<file path="config.mk">
export PLATFORM = sky130hd
export DESIGN_NAME = multi_channel_echo_ranging_timer_top
export DESIGN_NICKNAME = d
export VERILOG_FILES = /design/src/rtl/ert_pkg.sv /design/src/rtl/ert_channels.sv /design/src/rtl/ert_scale.sv /design/src/rtl/multi_channel_echo_ranging_timer_top.sv
export SDC_FILE = /design/constraint.sdc
export NUM_CORES = 1
export LEC_CHECK = 0
export BUFFER_PORTS_ARGS = -buffer_cell sky130_fd_sc_hd__buf_2
export CAP_MARGIN = 20
export CORE_UTILIZATION = 55
export DETAILED_ROUTE_END_ITERATION = 8
export GPL_ROUTABILITY_DRIVEN = 1
export GPL_TIMING_DRIVEN = 0
export PLACE_DENSITY = 0.74
export SLEW_MARGIN = 40
export SYNTH_ARGS = -nofsm -noshare
export SYNTH_HDL_FRONTEND = slang
export SYNTH_SLANG_ARGS = --single-unit
</file>
<file path="constraint.sdc">
create_clock -name clk_i -period 7.35 [get_ports clk_i]
set_clock_uncertainty 0.2 [all_clocks]
set_input_delay 1.1025 -clock clk_i [delete_from_list [all_inputs] [get_ports clk_i]]
set_output_delay 1.1025 -clock clk_i [all_outputs]
set_load 0.005 [all_outputs]
</file>
<file path="src/rtl/ert_pkg.sv">
`timescale 1ns / 1ps

package ert_pkg;

  // Configuration defaults and limits
  localparam int unsigned DEFAULT_CHANNELS  = 6;
  localparam int unsigned DEFAULT_TIME_BITS = 32;
  localparam int unsigned MAX_CHANNELS      = 8;
  localparam int unsigned MASK_W            = 6;
  localparam int unsigned CMD_W             = 2;
  localparam int unsigned DIST_W            = 15;

  // Distance scaling: mm = floor(elapsed * 343 / 2000), saturated
  localparam int unsigned SOUND_SPEED = 343;
  localparam int unsigned ROUND_TRIP  = 2;
  localparam int unsigned MM_PER_M    = 1000;
  localparam int unsigned SCALE_DIV   = ROUND_TRIP * MM_PER_M;
  localparam int unsigned DIST_MAX    = (1 << DIST_W) - 1;

  // Smallest elapsed time whose distance exceeds DIST_MAX
  localparam int unsigned SAT_LIMIT =
    ((DIST_MAX + 1) * SCALE_DIV + SOUND_SPEED - 1) / SOUND_SPEED;
  localparam int unsigned ELAPSED_W = $clog2(SAT_LIMIT);
  localparam int unsigned SPEED_W   = $clog2(SOUND_SPEED + 1);
  localparam int unsigned PROD_W    = ELAPSED_W + SPEED_W;

  // 2000 = 16 * 125: shift out the power of two, then scale by 1/125
  localparam int unsigned PRE_SHIFT   = 4;
  localparam int unsigned ODD_DIV     = SCALE_DIV >> PRE_SHIFT;
  localparam int unsigned QUOT_W      = PROD_W - PRE_SHIFT;
  localparam int unsigned RECIP_SHIFT = 29;
  localparam int unsigned RECIP       = ((1 << RECIP_SHIFT) + ODD_DIV - 1) / ODD_DIV;
  localparam int unsigned RECIP_W     = $clog2(RECIP + 1);
  localparam int unsigned FULL_W      = QUOT_W + RECIP_W;

  typedef enum logic [CMD_W-1:0] {
    CMD_TICK = 2'd0,
    CMD_ARM  = 2'd1,
    CMD_READ = 2'd2
  } cmd_e;

  typedef struct packed {
    logic [CMD_W-1:0]  command;
    logic [MASK_W-1:0] echo_levels;
    logic [MASK_W-1:0] module_mask;
  } ert_in_t;

  typedef struct packed {
    logic              ready_res;
    logic [DIST_W-1:0] distance_mm;
  } ert_out_t;

  // Channel stage result handed to the scaling pipeline
  typedef struct packed {
    logic                 valid;
    logic                 ready;
    logic                 sat;
    logic [ELAPSED_W-1:0] elapsed;
  } ert_sel_t;

endpackage

</file>
<file path="src/rtl/ert_channels.sv">
`timescale 1ns / 1ps

module ert_channels import ert_pkg::*; #(
  parameter int unsigned CHANNELS  = DEFAULT_CHANNELS,
  parameter int unsigned TIME_BITS = DEFAULT_TIME_BITS
) (
  input  logic     clk_i,
  input  logic     rst_ni,
  input  logic     adv_i,
  input  logic     valid_i,
  input  ert_in_t  item_i,
  output ert_sel_t sel_o
);

  localparam int unsigned IdxW = (CHANNELS > 1) ? $clog2(CHANNELS) : 1;

  typedef enum logic [1:0] {
    PH_IDLE    = 2'd0,
    PH_ARMED   = 2'd1,
    PH_STARTED = 2'd2,
    PH_DONE    = 2'd3
  } phase_e;

  phase_e               phase_q [CHANNELS];
  phase_e               phase_d [CHANNELS];
  logic [TIME_BITS-1:0] start_q [CHANNELS];
  logic [TIME_BITS-1:0] end_q   [CHANNELS];
  logic [CHANNELS-1:0]  cap_start, cap_end;
  logic [TIME_BITS-1:0] cnt_q, cnt_d;

  logic [MAX_CHANNELS-1:0] levels, mask;
  logic                    do_it;
  logic                    any_sel;
  logic [IdxW-1:0]         sel_idx;
  logic [TIME_BITS-1:0]    elapsed;
  logic [31:0]             elapsed_w;
  ert_sel_t                sel_d, sel_q;
  logic                    sel_valid_q;

  assign levels = MAX_CHANNELS'(item_i.echo_levels);
  assign mask   = MAX_CHANNELS'(item_i.module_mask);
  assign do_it  = adv_i && valid_i;

  // Next phase and capture strobes for every channel
  always_comb begin
    cnt_d = cnt_q;
    for (int i = 0; i < CHANNELS; i++) begin
      phase_d[i]   = phase_q[i];
      cap_start[i] = 1'b0;
      cap_end[i]   = 1'b0;
    end
    unique case (cmd_e'(item_i.command))
      CMD_TICK: begin
        cnt_d = cnt_q + 1'b1;
        for (int i = 0; i < CHANNELS; i++) begin
          if (levels[i] && phase_q[i] == PH_ARMED) begin
            phase_d[i]   = PH_STARTED;
            cap_start[i] = 1'b1;
          end else if (!levels[i] && phase_q[i] == PH_STARTED) begin
            phase_d[i] = PH_DONE;
            cap_end[i] = 1'b1;
          end
        end
      end
      CMD_ARM: begin
        for (int i = 0; i < CHANNELS; i++) begin
          if (mask[i]) phase_d[i] = PH_ARMED;
        end
      end
      default: ;
    endcase
  end

  always_ff @(posedge clk_i or negedge rst_ni) begin
    if (!rst_ni) begin
      cnt_q <= '0;
      for (int i = 0; i < CHANNELS; i++) phase_q[i] <= PH_IDLE;
    end else if (do_it) begin
      cnt_q <= cnt_d;
      for (int i = 0; i < CHANNELS; i++) phase_q[i] <= phase_d[i];
    end
  end

  // Time stamps need no reset: a channel is only read once both are written
  always_ff @(posedge clk_i) begin
    if (do_it) begin
      for (int i = 0; i < CHANNELS; i++) begin
        if (cap_start[i]) start_q[i] <= cnt_d;
        if (cap_end[i])   end_q[i]   <= cnt_d;
      end
    end
  end

  // Lowest selected channel
  always_comb begin
    any_sel = 1'b0;
    sel_idx = '0;
    for (int i = CHANNELS - 1; i >= 0; i--) begin
      if (mask[i]) begin
        any_sel = 1'b1;
        sel_idx = IdxW'(i);
      end
    end
  end

  assign elapsed   = end_q[sel_idx] - start_q[sel_idx];
  assign elapsed_w = 32'(elapsed);

  always_comb begin
    sel_d.valid   = valid_i;
    sel_d.ready   = (cmd_e'(item_i.command) == CMD_READ) && any_sel
                    && (phase_q[sel_idx] == PH_DONE);
    sel_d.sat     = (elapsed_w >= 32'(SAT_LIMIT));
    sel_d.elapsed = elapsed_w[ELAPSED_W-1:0];
  end

  always_ff @(posedge clk_i or negedge rst_ni) begin
    if (!rst_ni) begin
      sel_valid_q <= 1'b0;
    end else if (adv_i) begin
      sel_valid_q <= valid_i;
    end
  end

  always_ff @(posedge clk_i) begin
    if (adv_i) sel_q <= sel_d;
  end

  always_comb begin
    sel_o       = sel_q;
    sel_o.valid = sel_valid_q;
  end

endmodule

</file>
<file path="src/rtl/ert_scale.sv">
`timescale 1ns / 1ps

module ert_scale import ert_pkg::*; (
  input  logic     clk_i,
  input  logic     rst_ni,
  input  logic     adv_i,
  input  ert_sel_t sel_i,
  output logic     valid_o,
  output ert_out_t data_o
);

  logic              mul_valid_q;
  logic              mul_ready_q, mul_sat_q;
  logic [PROD_W-1:0] prod_q;
  logic [QUOT_W-1:0] quot_in;
  logic [FULL_W-1:0] full;
  logic [DIST_W-1:0] scaled_mm;
  logic              out_valid_q;
  ert_out_t          out_q;

  // Stage one: elapsed * speed of sound
  always_ff @(posedge clk_i or negedge rst_ni) begin
    if (!rst_ni) begin
      mul_valid_q <= 1'b0;
      out_valid_q <= 1'b0;
    end else if (adv_i) begin
      mul_valid_q <= sel_i.valid;
      out_valid_q <= mul_valid_q;
    end
  end

  always_ff @(posedge clk_i) begin
    if (adv_i) begin
      mul_ready_q <= sel_i.ready;
      mul_sat_q   <= sel_i.sat;
      prod_q      <= PROD_W'(sel_i.elapsed) * PROD_W'(SOUND_SPEED);
    end
  end

  // Stage two: drop the factor 16, then multiply by the reciprocal of 125
  assign quot_in   = prod_q[PROD_W-1:PRE_SHIFT];
  assign full      = FULL_W'(quot_in) * FULL_W'(RECIP);
  assign scaled_mm = full[RECIP_SHIFT +: DIST_W];

  always_ff @(posedge clk_i) begin
    if (adv_i) begin
      out_q.ready_res <= mul_ready_q;
      if (!mul_ready_q)   out_q.distance_mm <= '0;
      else if (mul_sat_q) out_q.distance_mm <= DIST_W'(DIST_MAX);
      else                out_q.distance_mm <= scaled_mm;
    end
  end

  assign valid_o = out_valid_q;
  assign data_o  = out_q;

endmodule

</file>
<file path="src/rtl/multi_channel_echo_ranging_timer_top.sv">
`timescale 1ns / 1ps

// Multi-channel ultrasonic echo timer. Each item is a tick, an arm or a read
// command, and each item yields exactly one result item. A tick advances the
// microsecond tick counter and samples every channel's echo level: an
// armed channel seeing high stamps its start time, a started channel seeing
// low stamps its end time and is done. Arm sets every selected channel armed.
// Read reports the lowest selected channel: when it is done, ready_res is 1
// and distance_mm = floor(elapsed * 343 / 2000), saturated at 32767, with the
// elapsed time taken modulo the counter width; otherwise both fields are 0.
// Throughput is one item per cycle while the output is not held. From
// acceptance to the output port an item passes the input register, then the
// channel state and selection, the speed-of-sound multiply, and the
// divide-by-2000 reciprocal multiply feeding the output register. The whole
// pipeline advances together and holds only while a result sits unaccepted at
// the output.

module multi_channel_echo_ranging_timer_top import ert_pkg::*; #(
  parameter int unsigned CHANNELS  = DEFAULT_CHANNELS,
  parameter int unsigned TIME_BITS = DEFAULT_TIME_BITS
) (
  input  logic     clk_i,
  input  logic     rst_ni,
  input  logic     in_valid_i,
  output logic     in_ready_o,
  input  ert_in_t  in_data_i,
  output logic     out_valid_o,
  input  logic     out_ready_i,
  output ert_out_t out_data_o
);

  logic     adv;
  logic     in_valid_q;
  ert_in_t  in_q;
  ert_sel_t sel;

  // Advance every stage unless a finished item waits at the output
  assign adv        = !out_valid_o || out_ready_i;
  assign in_ready_o = adv;

  // Input register
  always_ff @(posedge clk_i or negedge rst_ni) begin
    if (!rst_ni) begin
      in_valid_q <= 1'b0;
    end else if (adv) begin
      in_valid_q <= in_valid_i;
    end
  end

  always_ff @(posedge clk_i) begin
    if (adv) in_q <= in_data_i;
  end

  // Channel state, time stamps and read selection
  ert_channels #(
    .CHANNELS  (CHANNELS),
    .TIME_BITS (TIME_BITS)
  ) u_channels (
    .clk_i   (clk_i),
    .rst_ni  (rst_ni),
    .adv_i   (adv),
    .valid_i (in_valid_q),
    .item_i  (in_q),
    .sel_o   (sel)
  );

  // Distance scaling and output register
  ert_scale u_scale (
    .clk_i   (clk_i),
    .rst_ni  (rst_ni),
    .adv_i   (adv),
    .sel_i   (sel),
    .valid_o (out_valid_o),
    .data_o  (out_data_o)
  );

endmodule
</file>
== Word-level counts from Yosys, hierarchy flattened ==
Memory sizes are Yosys's and may differ from the RTL's.
Cells that the tools add are included.
Word-level totals
  bits in registers: 127
  bits in latches: 0
  RAM bits: 384
  bits in read-only memories: 0
  bits of input ports: 18
  output and inout bits: 18
  logic and storage cells: 181
  memories kept: 2
Memories
  u_channels.end_q: depth 6, bits a word 32, read ports 1, clocked after memory_dff 0, wr ports 6, line ert_channels.sv:27  | logic [TIME_BITS-1:0] end_q [CHANNELS];
  u_channels.start_q: depth 6, bits a word 32, read ports 1, clocked after memory_dff 0, wr ports 6, line ert_channels.sv:26  | logic [TIME_BITS-1:0] start_q [CHANNELS];
Cells by class
  $add $sub $neg: 2
  $mul: 2
  div/mod/pow operators: 0
  magnitude comparators: 2
  eq/ne operators: 27
  shift-type cells: 0
  mux-type cells: 92
  bitwise operators: 1
  reduce and logical (&&, ||, !) cells: 31
Operator list (number)
  1-bit 2-to-1 mux: 60
  23-bit by 20-bit multiplier with 41-bit output (second input constant): 1
  2-bit 2-to-1 mux: 20
  32-bit by 1-bit adder with 32-bit output (second input constant): 1
  32-bit by 18-bit greater-or-equal comparator with 1-bit output (second input constant): 1
  32-bit 2-to-1 mux: 1
  32-bit subtractor: 1
  18-bit by 9-bit multiplier with 27-bit output (second input constant): 1
  12-bit one-hot mux with 2 select lines: 1
  4-bit AND reduction: 6
  3-bit 2-to-1 mux: 6
  3-bit by 1-bit != test with 1-bit output (second input constant): 6
  2-bit == test (second input constant): 8
  1-bit logical AND: 15
  15-bit 2-to-1 mux: 1
  2-bit by 1-bit == test with 1-bit output (second input constant): 7
  6-bit 2-to-1 mux: 2
  2-bit != test (second input constant): 6
  1-bit logical NOT: 7
  2-bit binary-select mux with 3-bit select: 1
  4-bit greater-or-equal comparator (second input constant): 1
  3-bit inverter with 4-bit output: 1
  2-bit logical NOT: 1
  2-bit nonzero test: 1
  1-bit logical OR: 1

== Depth between registers and ports, before layout ==
  word-level depth: 12
  mapped depth: 22
  mapped depth without buffers: 22

== Cells and area by module ==
A second synthesis with hierarchy kept.
Unflattened totals
  cells, all modules: 2351
  area, all modules: 30872.1 um^2
Modules (own cells, without submodules)
  ert_channels: times used 1, cells each 1295, area each 19720.2 um^2, seq. area each 13257.7 um^2
  ert_scale: times used 1, cells each 1039, area each 10677.7 um^2, seq. area each 1281.2 um^2
  multi_channel_echo_ranging_timer_top: times used 1, cells each 17, area each 474.2 um^2, seq. area each 445.4 um^2

== Worst setup path before layout ==
Ideal clock, no wire load.
  path kind: input port to flip-flop
  start: input out_ready_i
  end: memory u_channels.end_q[3][0] (netlist bit) (enable)
  library setup time: 513 ps
  arrival: 7542 ps
  data required time: 6637 ps
  setup slack: -905 ps
  stages: 6
  path buffers: 2
  path through: nand2b_1 clkbuf_1 and2_1 nand2_1 buf_1 nor4b_1
RTL lines
  start, declared: line multi_channel_echo_ranging_timer_top.sv:28  | input logic out_ready_i,
  end, declared: line ert_channels.sv:27

==> results.json <==
{
  "layout.cells.non_filler": 3291,
  "dp.cells": 3199,
  "max_clock_freq_mhz": 140.2,
  "grt_util_met2_pct": 41.58,
  "synth_fp_nets": 2805,
  "drcViolationCount": 0,
  "clock_latency_ns": 0.62,
  "setup_tns_ns": 0,
  "synth_area_leader_cell": "edfxtp_1",
  "r2r_start": "in_q[3]",
  "gr-usage-met3_pct": 2.568,
  "cp_data_required_time_ns": 7.45,
  "crit_family": "compound AO/OA/AOI/OAI gates",
  "slew_violations": 0,
  "cts_max_level": 2,
  "cts_tree": "built",
  "cts_buffers": 50,
  "synthTopCellsByArea": "edfxtp_1 45%, ha_1 12%, fa_1 11%",
  "min-delay-path-class": "flop to flop",
  "die_y_um": 237.8,
  "avgRoutedWirePerCell_um": 19.86,
  "dieArea_um2": 56560,
  "max_cap_violations": 0,
  "synth-main-ff-cell": "edfxtp_1",
  "cts_hold_buf": 0,
  "synthesis.instances": 2333,
  "crit_arrival_ns": 7.23,
  "gp_congestion": 0.8935,
  "worstSetupEndpointType": "flop",
  "worst_pin_slew_ns": 0.8684,
  "cp_cell_sequence": "a21oi_1 -> o21ai_0 -> nand2_1 -> buf_1 -> clkbuf_2 -> clkbuf_1 -> mux2i_1 -> o21ai_0 -> ha_1 -> nand3_1 -> a21oi_1 -> a2111oi_2 -> nor3_1 -> a211oi_2 -> mux2_4 -> or3_1 -> a2111o_1 -> a211oi_2 -> o211ai_1",
  "start_util_pct": 55.63,
  "vias_per_cell": 5.652,
  "cts_root_buf": "clkbuf_16",
  "whs_endpoint": "u_scale.mul_ready_q",
  "antenna_found_initial": 0,
  "dp_hpwl_um": 50470,
  "wl_um": 65370,
  "critPathMaxFanout": 10,
  "syn_area_um2": 30590,
  "cts.sinks": 507,
  "syn_to_final_growth_pct": 11.55,
  "r2r_end": "u_channels.sel_o[18]",
  "vias": 18600,
  "synth.distinct_cells": 73,
  "reg2reg_slack_ns": 0.22,
  "async_reset_ff_share_pct": 9.467,
  "rsz0062_at_grt": "no",
  "max_slew_margin_pct": 41.91,
  "crit_path_start_kind": "flop",
  "ys.warnings.count": 0,
  "core_area_um2": 54990,
  "place.port_buffers": 35,
  "finalHoldViolCount": 0,
  "final_antenna_net_count": 0,
  "grt_first_pass_wirelength_um": 104300,
  "ys_ff_latch": 507,
  "busiest_layer": "met2",
  "drt_iter0_drc": 1426,
  "cp_slowest_cell": "a2111oi_2",
  "clockBufferDepth": 3,
  "r2r_cells": 19,
  "status": "complete, no violations",
  "grtUsageTotal_pct": 23.75,
  "crit_path_max_incr_delay_ns": 0.70,
  "period_needed_ns": 7.132,
  "io_pins": 36,
  "holdPathStages": 0,
  "crit_type": "flop to flop",
  "grt_max_degree": 49,
  "fin_crit_sh_pct": 97.04,
  "hp-start": "u_channels.sel_o[19]",
  "use_met1_pct": 30.66,
  "synth.top_cell.area_share_pct": 45.06,
  "synth_edf_count": 459,
  "path_buf_inv": 3,
  "n_antenna_cell": 0,
  "first_pass_iters": 6,
  "drive_gt1_share_pct": 13.65,
  "final-setup-viol-count": 0,
  "nNetsFinal": 2975,
  "first_global_vias": 19400,
  "clk_pin_slew_ns": 0.06,
  "avgSynthCellArea_um2": 13.11,
  "die_x_um": 237.8,
  "grt_overflow": 0,
  "rows": 86,
  "ys_seq_area_share_pct": 48.99
}
[stage by stage]
stage	cell area, µm²	utilization, %	setup slack, ns	hold WS, ns
2_1_floorplan	30590	-	-0.9052	0.2003
3_3_place_gp	31700	57.65	-4.809	0.2113
3_5_place_dp	32330	58.80	0.05252	0.2099
4_1_cts	33950	61.74	0.01198	0.2219
5_1_grt	34120	62.06	0.005745	0.2272
6_report	34120	62.06	0.2176	0.2250
[Yosys cell counts (3+ instances only)]
master	count
o21bai_1	10
mux2i_1	64
o22a_1	6
fa_1	165
buf_2	8
nand3_1	40
a21o_1	21
o21a_1	24
a31o_2	3
inv_1	331
a21boi_0	8
mux2_2	5
o311ai_0	4
and3_1	14
clkbuf_1	41
nand2b_1	11
and4_1	7
a31oi_1	13
mux4_2	62
o211ai_1	4
or3_1	3
o21ai_0	74
nand2_1	105
nor2_1	106
and2_1	7
xor2_1	44
nor3_1	34
buf_1	14
o31a_1	3
xnor2_1	70
o2111ai_1	3
a2111oi_0	6
nand4_1	14
edfxtp_1	459
ha_1	289
nor2b_1	5
a21oi_1	119
o22ai_1	9
o41ai_1	3
a211oi_1	11
o31ai_1	6
nor4_1	8
or2_2	8
dfrtp_1	48
nor4b_1	6
[registers in the layout (all words and copies together) (netlist names), 12 cells and up]
register,cells
u_channels.end_q,192
u_channels.start_q,192
u_channels.cnt_q,32
u_scale.prod_q,23
u_channels.sel_o,20
u_scale.data_o,16
in_q,14
u_channels.phase_q,12
[layout by cell type (no fill, tap or decap), types with 7 or more instances in the layout]
cell	n
and4_1	7
xnor2_1	56
dfrtp_1	48
ha_1	289
and2_1	7
o21a_1	24
clkbuf_16	50
a21o_1	21
xor2_1	29
buf_4	25
nor3_1	28
o22ai_1	9
fa_1	165
clkinv_2	10
nand2b_1	11
a21oi_1	119
or2_2	8
edfxtp_1	459
xnor2_2	14
nand2_1	105
nand4_1	14
xor2_2	15
and3_1	14
nor3_2	7
buf_1	7
clkbuf_1	53
mux2i_1	64
inv_1	331
nand3_1	40
o21bai_1	10
buf_2	106
o21ai_0	74
a211oi_1	11
mux4_2	62
a21boi_0	8
a31oi_1	12
nor4_1	8
nor2_1	106
[final cells by class]
class | count | area (µm²)
fillers | 4138 | 20860
flip-flops and latches | 507 | 14980
multi-input cells | 1431 | 14400
clock buffers | 67 | 1345
inverters | 331 | 1242
well taps | 748 | 935.9
repair buffers | 118 | 668.1
clock inverters | 25 | 271.5
plain buffers | 64 | 271.5
[worst reg2reg max path, cell delays in order (launching register included)]
cell       delay, ns
edfxtp_1        0.46
a21oi_1         0.14
o21ai_0         0.09
nand2_1         0.21
buf_1           0.63
clkbuf_2        0.50
clkbuf_1        0.64
mux2i_1         0.15
o21ai_0         0.41
ha_1            0.40
nand3_1         0.12
a21oi_1         0.06
a2111oi_2       0.70
nor3_1          0.26
a211oi_2        0.35
mux2_4          0.32
or3_1           0.30
a2111o_1        0.43
a211oi_2        0.23
o211ai_1        0.21
[per-layer routing]
metal	vias up	routed length, µm	part of all wire, %
li1	8681	-	-
met1	9320	27460	42
met2	473	33180	51
met3	128	2620	4.0
met4	0	2115	3.2
met5	-	0	0
[kinds of logic (layout without fill, tap and decap cells)]
group,count (synthesis),after routing,share of synthesized area [%]
compound gates,344,344,7.044
xor+xnor,114,114,3.264
fa+ha+maj,454,454,22.62
buf+inv,395,605,4.904
flops,507,507,48.99
mux,132,132,6.892
simple gates,387,387,6.291
[worst max-delay path by stage]
stage | from | to | slack, ns | cells past startpoint
6_report | in_q[3] | u_channels.sel_o[18] | 0.22 | 19
5_1_grt | in_q[3] | u_channels.sel_o[18] | 0.006 | 19
4_1_cts | in_q[3] | u_channels.sel_o[18] | 0.01 | 19
3_5_place_dp | in_q[3] | u_channels.sel_o[18] | 0.05 | 19
3_3_place_gp | out_ready_i | u_channels.end_q[3][26] | -4.81 | 7
2_1_floorplan | out_ready_i | u_channels.end_q[3][0] | -0.91 | 6
[timing repair]
| action | CTS | global route |
|---|---|---|
| gates resized for setup | 0 | 3 |
| setup endpoints to repair | 0 | 2 |
| buffers inserted | 0 | 0 |
Power is not shown: default switching activity piles up to over one toggle a cycle in this logic, so the estimate is an artifact.
